--- src/hdl/mwm_pkg.sv ---
package mwm_pkg;

    localparam int WHEELS  = 4;
    localparam int CMD_W   = 16;
    localparam int SUM_W   = 18;
    localparam int MAG_W   = 17;
    localparam int NUM_W   = 32;
    localparam int QUO_W   = 15;
    localparam int LATENCY = QUO_W + 4;

    localparam logic [MAG_W-1:0] MIX_ONE = 17'd32768;

    localparam int FL = 0;
    localparam int FR = 1;
    localparam int BL = 2;
    localparam int BR = 3;

    typedef struct packed {
        logic signed [CMD_W-1:0] strafe_cmd;
        logic signed [CMD_W-1:0] forward_cmd;
        logic signed [CMD_W-1:0] turn_cmd;
    } cmd_t;

    typedef struct packed {
        logic signed [CMD_W-1:0] front_left;
        logic signed [CMD_W-1:0] front_right;
        logic signed [CMD_W-1:0] back_left;
        logic signed [CMD_W-1:0] back_right;
    } wheel_t;

    // word holds {partial remainder, numerator bits left / quotient bits so far}
    typedef struct packed {
        logic                              valid;
        logic [MAG_W-1:0]                  denom;
        logic [WHEELS-1:0]                 neg;
        logic [WHEELS-1:0][NUM_W-1:0]      word;
    } div_t;

    function automatic logic signed [SUM_W-1:0] sext_sum(input logic signed [CMD_W-1:0] v);
        sext_sum = {{(SUM_W-CMD_W){v[CMD_W-1]}}, v};
    endfunction

    function automatic logic [MAG_W-1:0] mag_of(input logic signed [SUM_W-1:0] v);
        logic signed [SUM_W-1:0] a;
        a = v[SUM_W-1] ? -v : v;
        mag_of = a[MAG_W-1:0];
    endfunction

endpackage

--- src/hdl/mwm_mix.sv ---
module mwm_mix (
    input  logic            clk,
    input  logic            rst_n,
    input  logic            load,
    input  mwm_pkg::cmd_t   cmd,
    output mwm_pkg::div_t   mix
);

    logic                                                   s1_valid_reg;
    logic signed [mwm_pkg::WHEELS-1:0][mwm_pkg::SUM_W-1:0]  sum_reg;
    logic signed [mwm_pkg::WHEELS-1:0][mwm_pkg::SUM_W-1:0]  sum_next;

    logic                                                   s2_valid_reg;
    logic [mwm_pkg::WHEELS-1:0][mwm_pkg::MAG_W-1:0]         mag_reg;
    logic [mwm_pkg::WHEELS-1:0][mwm_pkg::MAG_W-1:0]         mag_next;
    logic [mwm_pkg::WHEELS-1:0]                             neg_reg;
    logic [mwm_pkg::WHEELS-1:0]                             neg_next;
    logic [1:0][mwm_pkg::MAG_W-1:0]                         pmax_reg;
    logic [1:0][mwm_pkg::MAG_W-1:0]                         pmax_next;

    logic                                                   s3_valid_reg;
    logic [mwm_pkg::MAG_W-1:0]                              denom_reg;
    logic [mwm_pkg::MAG_W-1:0]                              denom_next;
    logic [mwm_pkg::WHEELS-1:0]                             neg3_reg;
    logic [mwm_pkg::WHEELS-1:0][mwm_pkg::NUM_W-1:0]         num_reg;
    logic [mwm_pkg::WHEELS-1:0][mwm_pkg::NUM_W-1:0]         num_next;
    logic [mwm_pkg::MAG_W-1:0]                              maxabs;

    logic signed [mwm_pkg::SUM_W-1:0] x;
    logic signed [mwm_pkg::SUM_W-1:0] y;
    logic signed [mwm_pkg::SUM_W-1:0] t;

    always_comb
    begin
        x = mwm_pkg::sext_sum(cmd.strafe_cmd);
        y = mwm_pkg::sext_sum(cmd.forward_cmd);
        t = mwm_pkg::sext_sum(cmd.turn_cmd);
        sum_next[mwm_pkg::FL] = y + x + t;
        sum_next[mwm_pkg::FR] = y - x - t;
        sum_next[mwm_pkg::BL] = y - x + t;
        sum_next[mwm_pkg::BR] = y + x - t;
    end

    always_comb
    begin
        for (int i = 0; i < mwm_pkg::WHEELS; i++)
        begin
            mag_next[i] = mwm_pkg::mag_of(sum_reg[i]);
            neg_next[i] = sum_reg[i][mwm_pkg::SUM_W-1];
        end
        pmax_next[0] = (mag_next[0] > mag_next[1]) ? mag_next[0] : mag_next[1];
        pmax_next[1] = (mag_next[2] > mag_next[3]) ? mag_next[2] : mag_next[3];
    end

    always_comb
    begin
        maxabs     = (pmax_reg[0] > pmax_reg[1]) ? pmax_reg[0] : pmax_reg[1];
        denom_next = (maxabs > mwm_pkg::MIX_ONE) ? maxabs : mwm_pkg::MIX_ONE;
        // mag * 32767 as (mag << 15) - mag
        for (int i = 0; i < mwm_pkg::WHEELS; i++)
        begin
            num_next[i] = {mag_reg[i][mwm_pkg::NUM_W-mwm_pkg::QUO_W-1:0], {mwm_pkg::QUO_W{1'b0}}}
                        - {{(mwm_pkg::NUM_W-mwm_pkg::MAG_W){1'b0}}, mag_reg[i]};
        end
    end

    always_ff @(posedge clk or negedge rst_n)
    begin
        if (!rst_n)
        begin
            s1_valid_reg <= 1'b0;
            s2_valid_reg <= 1'b0;
            s3_valid_reg <= 1'b0;
        end
        else
        begin
            s1_valid_reg <= load;
            s2_valid_reg <= s1_valid_reg;
            s3_valid_reg <= s2_valid_reg;
        end
    end

    always_ff @(posedge clk)
    begin
        sum_reg   <= sum_next;
        mag_reg   <= mag_next;
        neg_reg   <= neg_next;
        pmax_reg  <= pmax_next;
        denom_reg <= denom_next;
        neg3_reg  <= neg_reg;
        num_reg   <= num_next;
    end

    assign mix.valid = s3_valid_reg;
    assign mix.denom = denom_reg;
    assign mix.neg   = neg3_reg;
    assign mix.word  = num_reg;

    a_denom_floor: assert property (@(posedge clk) disable iff (!rst_n)
        s3_valid_reg |-> denom_reg >= mwm_pkg::MIX_ONE)
        else $error("denominator below full scale");

    a_num_fits: assert property (@(posedge clk) disable iff (!rst_n)
        s3_valid_reg |-> num_reg[mwm_pkg::FL][mwm_pkg::NUM_W-1:mwm_pkg::QUO_W] < denom_reg)
        else $error("quotient would overflow");

endmodule

--- src/hdl/mwm_div_stage.sv ---
module mwm_div_stage (
    input  logic            clk,
    input  logic            rst_n,
    input  mwm_pkg::div_t   d_in,
    output mwm_pkg::div_t   d_out
);

    logic                                                valid_reg;
    logic [mwm_pkg::MAG_W-1:0]                           denom_reg;
    logic [mwm_pkg::WHEELS-1:0]                          neg_reg;
    logic [mwm_pkg::WHEELS-1:0][mwm_pkg::NUM_W-1:0]      word_reg;
    logic [mwm_pkg::WHEELS-1:0][mwm_pkg::NUM_W-1:0]      word_next;
    logic [mwm_pkg::WHEELS-1:0][mwm_pkg::MAG_W:0]        trial;
    logic [mwm_pkg::WHEELS-1:0][mwm_pkg::MAG_W:0]        diff;
    logic [mwm_pkg::WHEELS-1:0]                          qbit;

    always_comb
    begin
        for (int i = 0; i < mwm_pkg::WHEELS; i++)
        begin
            trial[i] = d_in.word[i][mwm_pkg::NUM_W-1:mwm_pkg::QUO_W-1];
            diff[i]  = trial[i] - {1'b0, d_in.denom};
            qbit[i]  = trial[i] >= {1'b0, d_in.denom};
            // shift in the next numerator bit, shift the quotient bit in at the bottom
            word_next[i] = {qbit[i] ? diff[i][mwm_pkg::MAG_W-1:0] : trial[i][mwm_pkg::MAG_W-1:0],
                            d_in.word[i][mwm_pkg::QUO_W-2:0], qbit[i]};
        end
    end

    always_ff @(posedge clk or negedge rst_n)
    begin
        if (!rst_n)
            valid_reg <= 1'b0;
        else
            valid_reg <= d_in.valid;
    end

    always_ff @(posedge clk)
    begin
        denom_reg <= d_in.denom;
        neg_reg   <= d_in.neg;
        word_reg  <= word_next;
    end

    assign d_out.valid = valid_reg;
    assign d_out.denom = denom_reg;
    assign d_out.neg   = neg_reg;
    assign d_out.word  = word_reg;

    a_rem_below_denom: assert property (@(posedge clk) disable iff (!rst_n)
        valid_reg |-> word_reg[mwm_pkg::BR][mwm_pkg::NUM_W-1:mwm_pkg::QUO_W] < denom_reg)
        else $error("partial remainder not below divisor");

endmodule

--- src/hdl/mecanum_wheel_mixer.sv ---
// A command beat taken with start passes the mix sum, magnitude and scale registers, each divider
// stage and the output register before its result beat shows with done.
// Throughput: one command beat per cycle; busy stays low.
// Stages: mix sums, magnitudes, normalize and scale, 15 divider bits, sign and output.
// The receiver cannot stall: each result beat shows on result for one cycle with done.
// Reset clears every valid bit and done; payload registers are not reset.
module mecanum_wheel_mixer (
    input  logic              clk,
    input  logic              rst_n,
    input  logic              start,
    output logic              busy,
    input  mwm_pkg::cmd_t     cmd,
    output logic              done,
    output mwm_pkg::wheel_t   result
);

    mwm_pkg::div_t chain [0:mwm_pkg::QUO_W];

    logic                                                      done_reg;
    logic signed [mwm_pkg::WHEELS-1:0][mwm_pkg::CMD_W-1:0]     wheel_reg;
    logic signed [mwm_pkg::WHEELS-1:0][mwm_pkg::CMD_W-1:0]     wheel_next;
    logic [mwm_pkg::CMD_W-1:0]                                 quo;

    assign busy = 1'b0;

    mwm_mix u_mix (
        .clk   (clk),
        .rst_n (rst_n),
        .load  (start),
        .cmd   (cmd),
        .mix   (chain[0])
    );

    for (genvar s = 0; s < mwm_pkg::QUO_W; s++)
    begin : g_div
        mwm_div_stage u_stage (
            .clk   (clk),
            .rst_n (rst_n),
            .d_in  (chain[s]),
            .d_out (chain[s+1])
        );
    end

    always_comb
    begin
        quo = '0;
        for (int i = 0; i < mwm_pkg::WHEELS; i++)
        begin
            quo           = {1'b0, chain[mwm_pkg::QUO_W].word[i][mwm_pkg::QUO_W-1:0]};
            wheel_next[i] = chain[mwm_pkg::QUO_W].neg[i] ? -$signed(quo) : $signed(quo);
        end
    end

    always_ff @(posedge clk or negedge rst_n)
    begin
        if (!rst_n)
            done_reg <= 1'b0;
        else
            done_reg <= chain[mwm_pkg::QUO_W].valid;
    end

    always_ff @(posedge clk)
    begin
        wheel_reg <= wheel_next;
    end

    assign done               = done_reg;
    assign result.front_left  = wheel_reg[mwm_pkg::FL];
    assign result.front_right = wheel_reg[mwm_pkg::FR];
    assign result.back_left   = wheel_reg[mwm_pkg::BL];
    assign result.back_right  = wheel_reg[mwm_pkg::BR];

    a_latency: assert property (@(posedge clk) disable iff (!rst_n)
        start |-> ##19 done)
        else $error("result beat missing after command beat");

    a_in_range: assert property (@(posedge clk) disable iff (!rst_n)
        done |-> result.front_left != 16'sh8000 && result.front_right != 16'sh8000
              && result.back_left != 16'sh8000 && result.back_right != 16'sh8000)
        else $error("wheel output outside full scale");

endmodule

--- config.mk ---
export PLATFORM = sky130hd
export DESIGN_NAME = mecanum_wheel_mixer
export DESIGN_NICKNAME = d
export VERILOG_FILES = /design/src/hdl/mwm_pkg.sv /design/src/hdl/mwm_mix.sv /design/src/hdl/mwm_div_stage.sv /design/src/hdl/mecanum_wheel_mixer.sv
export SDC_FILE = /design/constraint.sdc
export NUM_CORES = 2
export LEC_CHECK = 0
export ABC_AREA = 1
export ABC_CLOCK_PERIOD_IN_PS = 3800
export BUFFER_PORTS_ARGS = -buffer_cell sky130_fd_sc_hd__buf_2
export CELL_PAD_IN_SITES_DETAIL_PLACEMENT = 1
export CELL_PAD_IN_SITES_GLOBAL_PLACEMENT = 1
export CORE_MARGIN = 10
export CORE_UTILIZATION = 35
export DETAILED_ROUTE_END_ITERATION = 10
export GPL_ROUTABILITY_DRIVEN = 0
export GPL_TIMING_DRIVEN = 0
export PLACE_DENSITY = 0.67
export SETUP_SLACK_MARGIN = 0.02
export SYNTH_ARGS = -nofsm -noshare
export SYNTH_HDL_FRONTEND = slang
export SYNTH_SLANG_ARGS = --single-unit
export TNS_END_PERCENT = 5
--- constraint.sdc ---
create_clock -name clk -period 3.8 [get_ports clk]
set_clock_uncertainty 0.1 [all_clocks]
set_input_delay 0.19 -clock clk [delete_from_list [all_inputs] [get_ports clk]]
set_output_delay 0.19 -clock clk [all_outputs]
set_load 0.01 [all_outputs]
Word level (Yosys, flattened, before mapping)
Index checks and enable logic that the tools add are counted.
W data, S select, Z words.
Operators by class
  $add $sub $neg: 74
  magnitude comparators: 64
  muxes and demuxes: 67
Operators with widths (count)
  $ge A18 B17 Y1: 60
  $mux W17: 63
  $sub A17 B17 Y17: 56
  $sub A32 B17 Y32: 4
  $neg A17 Y17: 4
  $neg A15 Y16: 4
  $mux W15: 4
  $gt A17 B17 Y1: 3
  $add A17 B16 Y18: 2
  $sub A17 B16 Y18: 2
  $add A16 B16 Y17: 1
  $gt A17 B16 Y1 const B: 1
  $sub A16 B16 Y17: 1
Word-level totals
  flip-flop bits (word level): 2560
  input port bits: 51
  output and inout bits: 66
  logic and storage cells: 338

Logic depth before layout (Yosys ltp)
  depth in word-level cells: 4
  depth in mapped cells: 24
  depth with buffers taken out: 23

Hierarchy
Synthesis repeated with hierarchy kept, for this count alone.
Second synthesis, totals
  cell total of the unflattened synthesis: 21705
  area total of the unflattened synthesis: 150570.7 µm²
By module, submodules not included
  mwm_div_stage at g_div[12].u_stage ...: instances 8, cells each 1273, area each 8689.6 µm², sequential area each 3007.9 µm²
  mwm_div_stage at g_div[0].u_stage ...: instances 4, cells each 1279, area each 8765.9 µm², sequential area each 3007.9 µm²
  mwm_mix: instances 1, cells each 2150, area each 17040.1 µm², sequential area each 6501.2 µm²
  mwm_div_stage at g_div[11].u_stage: instances 1, cells each 1283, area each 8667.1 µm², sequential area each 3007.9 µm²
  mwm_div_stage at g_div[2].u_stage: instances 1, cells each 1284, area each 8663.3 µm², sequential area each 3007.9 µm²
  mwm_div_stage at g_div[9].u_stage: instances 1, cells each 1275, area each 8648.3 µm², sequential area each 3007.9 µm²
  mecanum_wheel_mixer: instances 1, cells each 413, area each 2971.6 µm², sequential area each 1306.3 µm²

Least setup slack after synthesis
No wires, ideal clock.
  kind: input-to-reg
  from: input port cmd[16] (netlist name)
  to: register u_mix.sum_reg[13] (netlist name)
  library setup time: 138 ps
  arrival time: 3135 ps
  required time: 3562 ps
  path slack: 427 ps
  cell stages on the path: 19
  buffers on the path: 1
  cell sequence: ha_1 > inv_1 > fa_1 > nor2_1 > o21ai_0 > nand2_1 > nand2_1 > nand2_1 > a21oi_1 > o21ai_0 > a21boi_0 > o21ai_0 > xor2_1 > ha_1 > clkbuf_1 > nor2_1 > inv_1 > o311ai_0 > xor2_1
RTL lines
  from (decl): line mecanum_wheel_mixer.sv:12  | input mwm_pkg::cmd_t cmd,
  to (signal assigned): line mwm_mix.sv:85  | sum_reg <= sum_next;
  to (decl): line mwm_mix.sv:10  | logic signed [mwm_pkg::WHEELS-1:0][mwm_pkg::SUM_W-1:0] sum_reg;

==> run_results.csv <==
group,metric,value,unit
yosys,yosys.cell_types.count,52,
yosys,synth.most_common_cell,"sky130_fd_sc_hd__nand2_1",
sta,finalHoldViolations,0,
sta,max_freq,276,MHz
routing,drc,0,
final_layout,area_added_between_synthesis_and_finish,14.0,%
worst_setup_path,max_fo_critical_path,10,
sta,post_layout_worst_setup_margin,0.174,ns
worst_setup_path,endpoint_kind,"flop",
placed_design,hpwl_detailed,322000,um
yosys,async_reset_ff_share,0.752,%
sta,post-route-period-util,95.4,%
yosys,synth_cells,14100,
sta,worst-slew-pin-transition,0.846,ns
worst_setup_path,critPathArrivalTime,4.34,ns
global_route,grt_pass1_wl,582000,um
routing,drt_iter0_markers,4902,
sta,finalCriticalPeriod,3.63,ns
routing,firstDrtPassIters,6,
job,drv_cap,0,
worst_setup_path,crit_chain,"nor3_1 -> nand3_1 -> nor3_2 -> nand2_1 -> nor2_1 -> nand2_1 -> nand2_1 -> xor2_1 -> inv_1 -> ha_1 -> nand4_1 -> nor3_2 -> nand3_1 -> o211ai_1 -> nand2_2 -> inv_2 -> buf_4 -> nand2_1 -> o21ai_0",
yosys,yosysWarningCount,0,
worst_setup_path,crit_path_top_delay_cell,"sky130_fd_sc_hd__dfxtp_1",
clocking,root_buffer,"sky130_fd_sc_hd__clkbuf_16",
floorplan,fp.dieH,600,um
clocking,tritoncts,"yes",
global_route,grt_max_degree,20,
placed_design,placed_area,124000,um^2
worst_setup_path,critical-path-max-stage-delay,0.36,ns
floorplan,core.rowCount,212,
worst_setup_path,crit_top_cell,"sky130_fd_sc_hd__nand2_1",
worst_setup_path,worst-setup-path-type,"flop to flop",
floorplan,initial_utilization,35.2,%
yosys,synthesis.area_per_instance,8.32,um^2
final_layout,finalInstanceArea,134000,um^2
yosys,mappedNetlistNets,15400,
sta,timing.slew.headroom,43.4,%
clocking,clk_pin_slew_worst_paths,0.06,ns
hold_path,hp-class,"input pin to flop",
routing,drt-wirelength-per-cell,20.2,um
outcome,run_status,"completed",
final_layout,layout-drive-gt1-share,4.55,%
floorplan,core_area,334000,um^2
sta,finalSetupViolCount,0,
sta,finalMaxSlewViolations,0,
global_route,grt_antenna_before_repair,24,
clocking,cts-buffers-inserted,282,
floorplan,design.die.area,360000,um^2
yosys,synth.yosys.seq_area_share,43.1,%
yosys,synth_edf_count,0,
routing,detail_route.vias_per_cell,5.00,
floorplan,dieWidth,600,um
yosys,synth_top_cell_by_area,"sky130_fd_sc_hd__dfxtp_1",
yosys,synth_ff_type,"sky130_fd_sc_hd__dfxtp_1",
routing,num_vias,96000,
yosys,synth_seq_cells,2526,
global_route,globalRouteOverflowTotal,0,
yosys,netlist_top_cells_count,"2836 x sky130_fd_sc_hd__nand2_1, 2507 x sky130_fd_sc_hd__dfxtp_1, 1573 x sky130_fd_sc_hd__inv_1",
final_layout,final_core_util,40.2,%
final_layout,nets_final,15900,
worst_setup_path,startpoint_type,"flop",
placed_design,dp_slack,-0.575,ns
yosys,synth.area.top_cells,"sky130_fd_sc_hd__dfxtp_1 43%, sky130_fd_sc_hd__ha_1 13%, sky130_fd_sc_hd__nand2_1 9.1%",
global_route,grt_pass1_vias,98500,
clocking,clkSinkCount,2526,
global_route,grt.total_usage,20.7,%
placed_design,placedCellCount,18600,
sta,grt_setup_unrepaired,"true",
clocking,max-clock-path-buffers,4,
routing,overall_routed_net_length,388000,um
clocking,cts-htree-levels,5,
routing,postRouteAntennaNets,0,
yosys,post_synth_instance_area,118000,um^2
worst_setup_path,critical_path_data_required_time,4.51,ns
clocking,clock_insertion_delay_worst_skew,0.90,ns
yosys,synth_top_cell_area_share,42.7,%
placed_design,placement.io_buffers,115,
final_layout,finish.cell_count_without_fillers,19200,
final_layout,largest_register_ffs,1824,
floorplan,io_pins,117,
==> layer usage <==
metal,vias to the layer above,wire (um),global-route usage [%]
met5,-,21,0
met1,46100,181000,27.7
met2,1568,182000,35.8
met4,4,10800,5.30
met3,532,13900,2.20
li1,47800,-,-
==> logic make-up after synthesis <==
family                   after synthesis  share of synthesized area [%]
AND/OR/NAND/NOR                     4419                           15.3
AO/OA/AOI/OAI                       3011                           13.7
flip-flops                          2526                           43.1
buffers and inverters               1787                           5.72
adder cells (fa/ha/maj)             1251                           13.7
XOR/XNOR                            1139                           8.48
other                                  1                        0.00319
==> cells in the final DEF, fill, tap and decap left out, drive strengths merged, types with 64 or more instances in the layout <==
| cell | Yosys | routed |
|---|---|---|
| a21o | 64 | 64 |
| a21oi | 1082 | 1082 |
| a31oi | 124 | 124 |
| buf | 7 | 139 |
| clkbuf | 206 | 576 |
| dfxtp | 2507 | 2507 |
| ha | 1189 | 1189 |
| inv | 1574 | 1595 |
| nand2 | 2838 | 2838 |
| nand3 | 366 | 366 |
| nand4 | 155 | 155 |
| nor2 | 769 | 769 |
| nor3 | 207 | 207 |
| nor4 | 65 | 65 |
| o21ai | 1484 | 1484 |
| o31ai | 89 | 89 |
| xnor2 | 448 | 448 |
| xor2 | 691 | 691 |
==> final timing paths <==
check	endpoint	slack (ns)	start	cells past startpoint
min in group asynchronous	g_div[11].u_stage.valid_reg	0.39	rst_n	3
hold reg to reg	g_div[0].u_stage.d_out[5]	0.21	u_mix.mix[4]	0
hold / removal	u_mix.sum_reg[57]	0.07	cmd[32]	7
max in group asynchronous	g_div[7].u_stage.valid_reg	2.68	rst_n	3
setup / recovery	u_mix.pmax_reg[26]	0.17	u_mix.sum_reg[56]	19
setup reg to reg	u_mix.pmax_reg[26]	0.17	u_mix.sum_reg[56]	19
==> layout make-up <==
class                      instances  area (um^2)
timing repair buffer             161         1000
buffer                           212          847
sequential                      2526        50700
tap                             4387         5490
antenna                           14         35.0
multi-input combinational       9821        60500
clock buffer                     374         8010
fill                           39700       200000
inverter                        1574         5910
clock inverter                   128         1680
==> per-stage QoR <==
step / hold WS, ns / TNS, ns
global placement: 0.0388 / -19.22
global route: 0.0592 / -1.40
finish: 0.0711 / 0
floorplan: -0.206 / 0
detailed placement: 0.0527 / -22.06
CTS: 0.000675 / 0
==> repair_timing <==
action                                 4_1_cts  5_1_grt
resized for setup                           33       64
endpoints found under the hold margin       90        0
buffers inserted                             4       10
hold buffers                                32        0
pin swaps                                    4       12
setup endpoints to repair                   35       55
==> critical path, delay by kind of cell (launching register included) <==
kind	cells	cell delay, ns
XOR/XNOR	1	0.30
flip-flops	1	0.36
AND/OR/NAND/NOR	12	1.71
AO/OA/AOI/OAI	2	0.32
buffers and inverters	3	0.42
adder cells (fa/ha/maj)	1	0.31
Power is not shown: default switching activity piles up to over one toggle a cycle in this logic, so the estimate is an artifact.
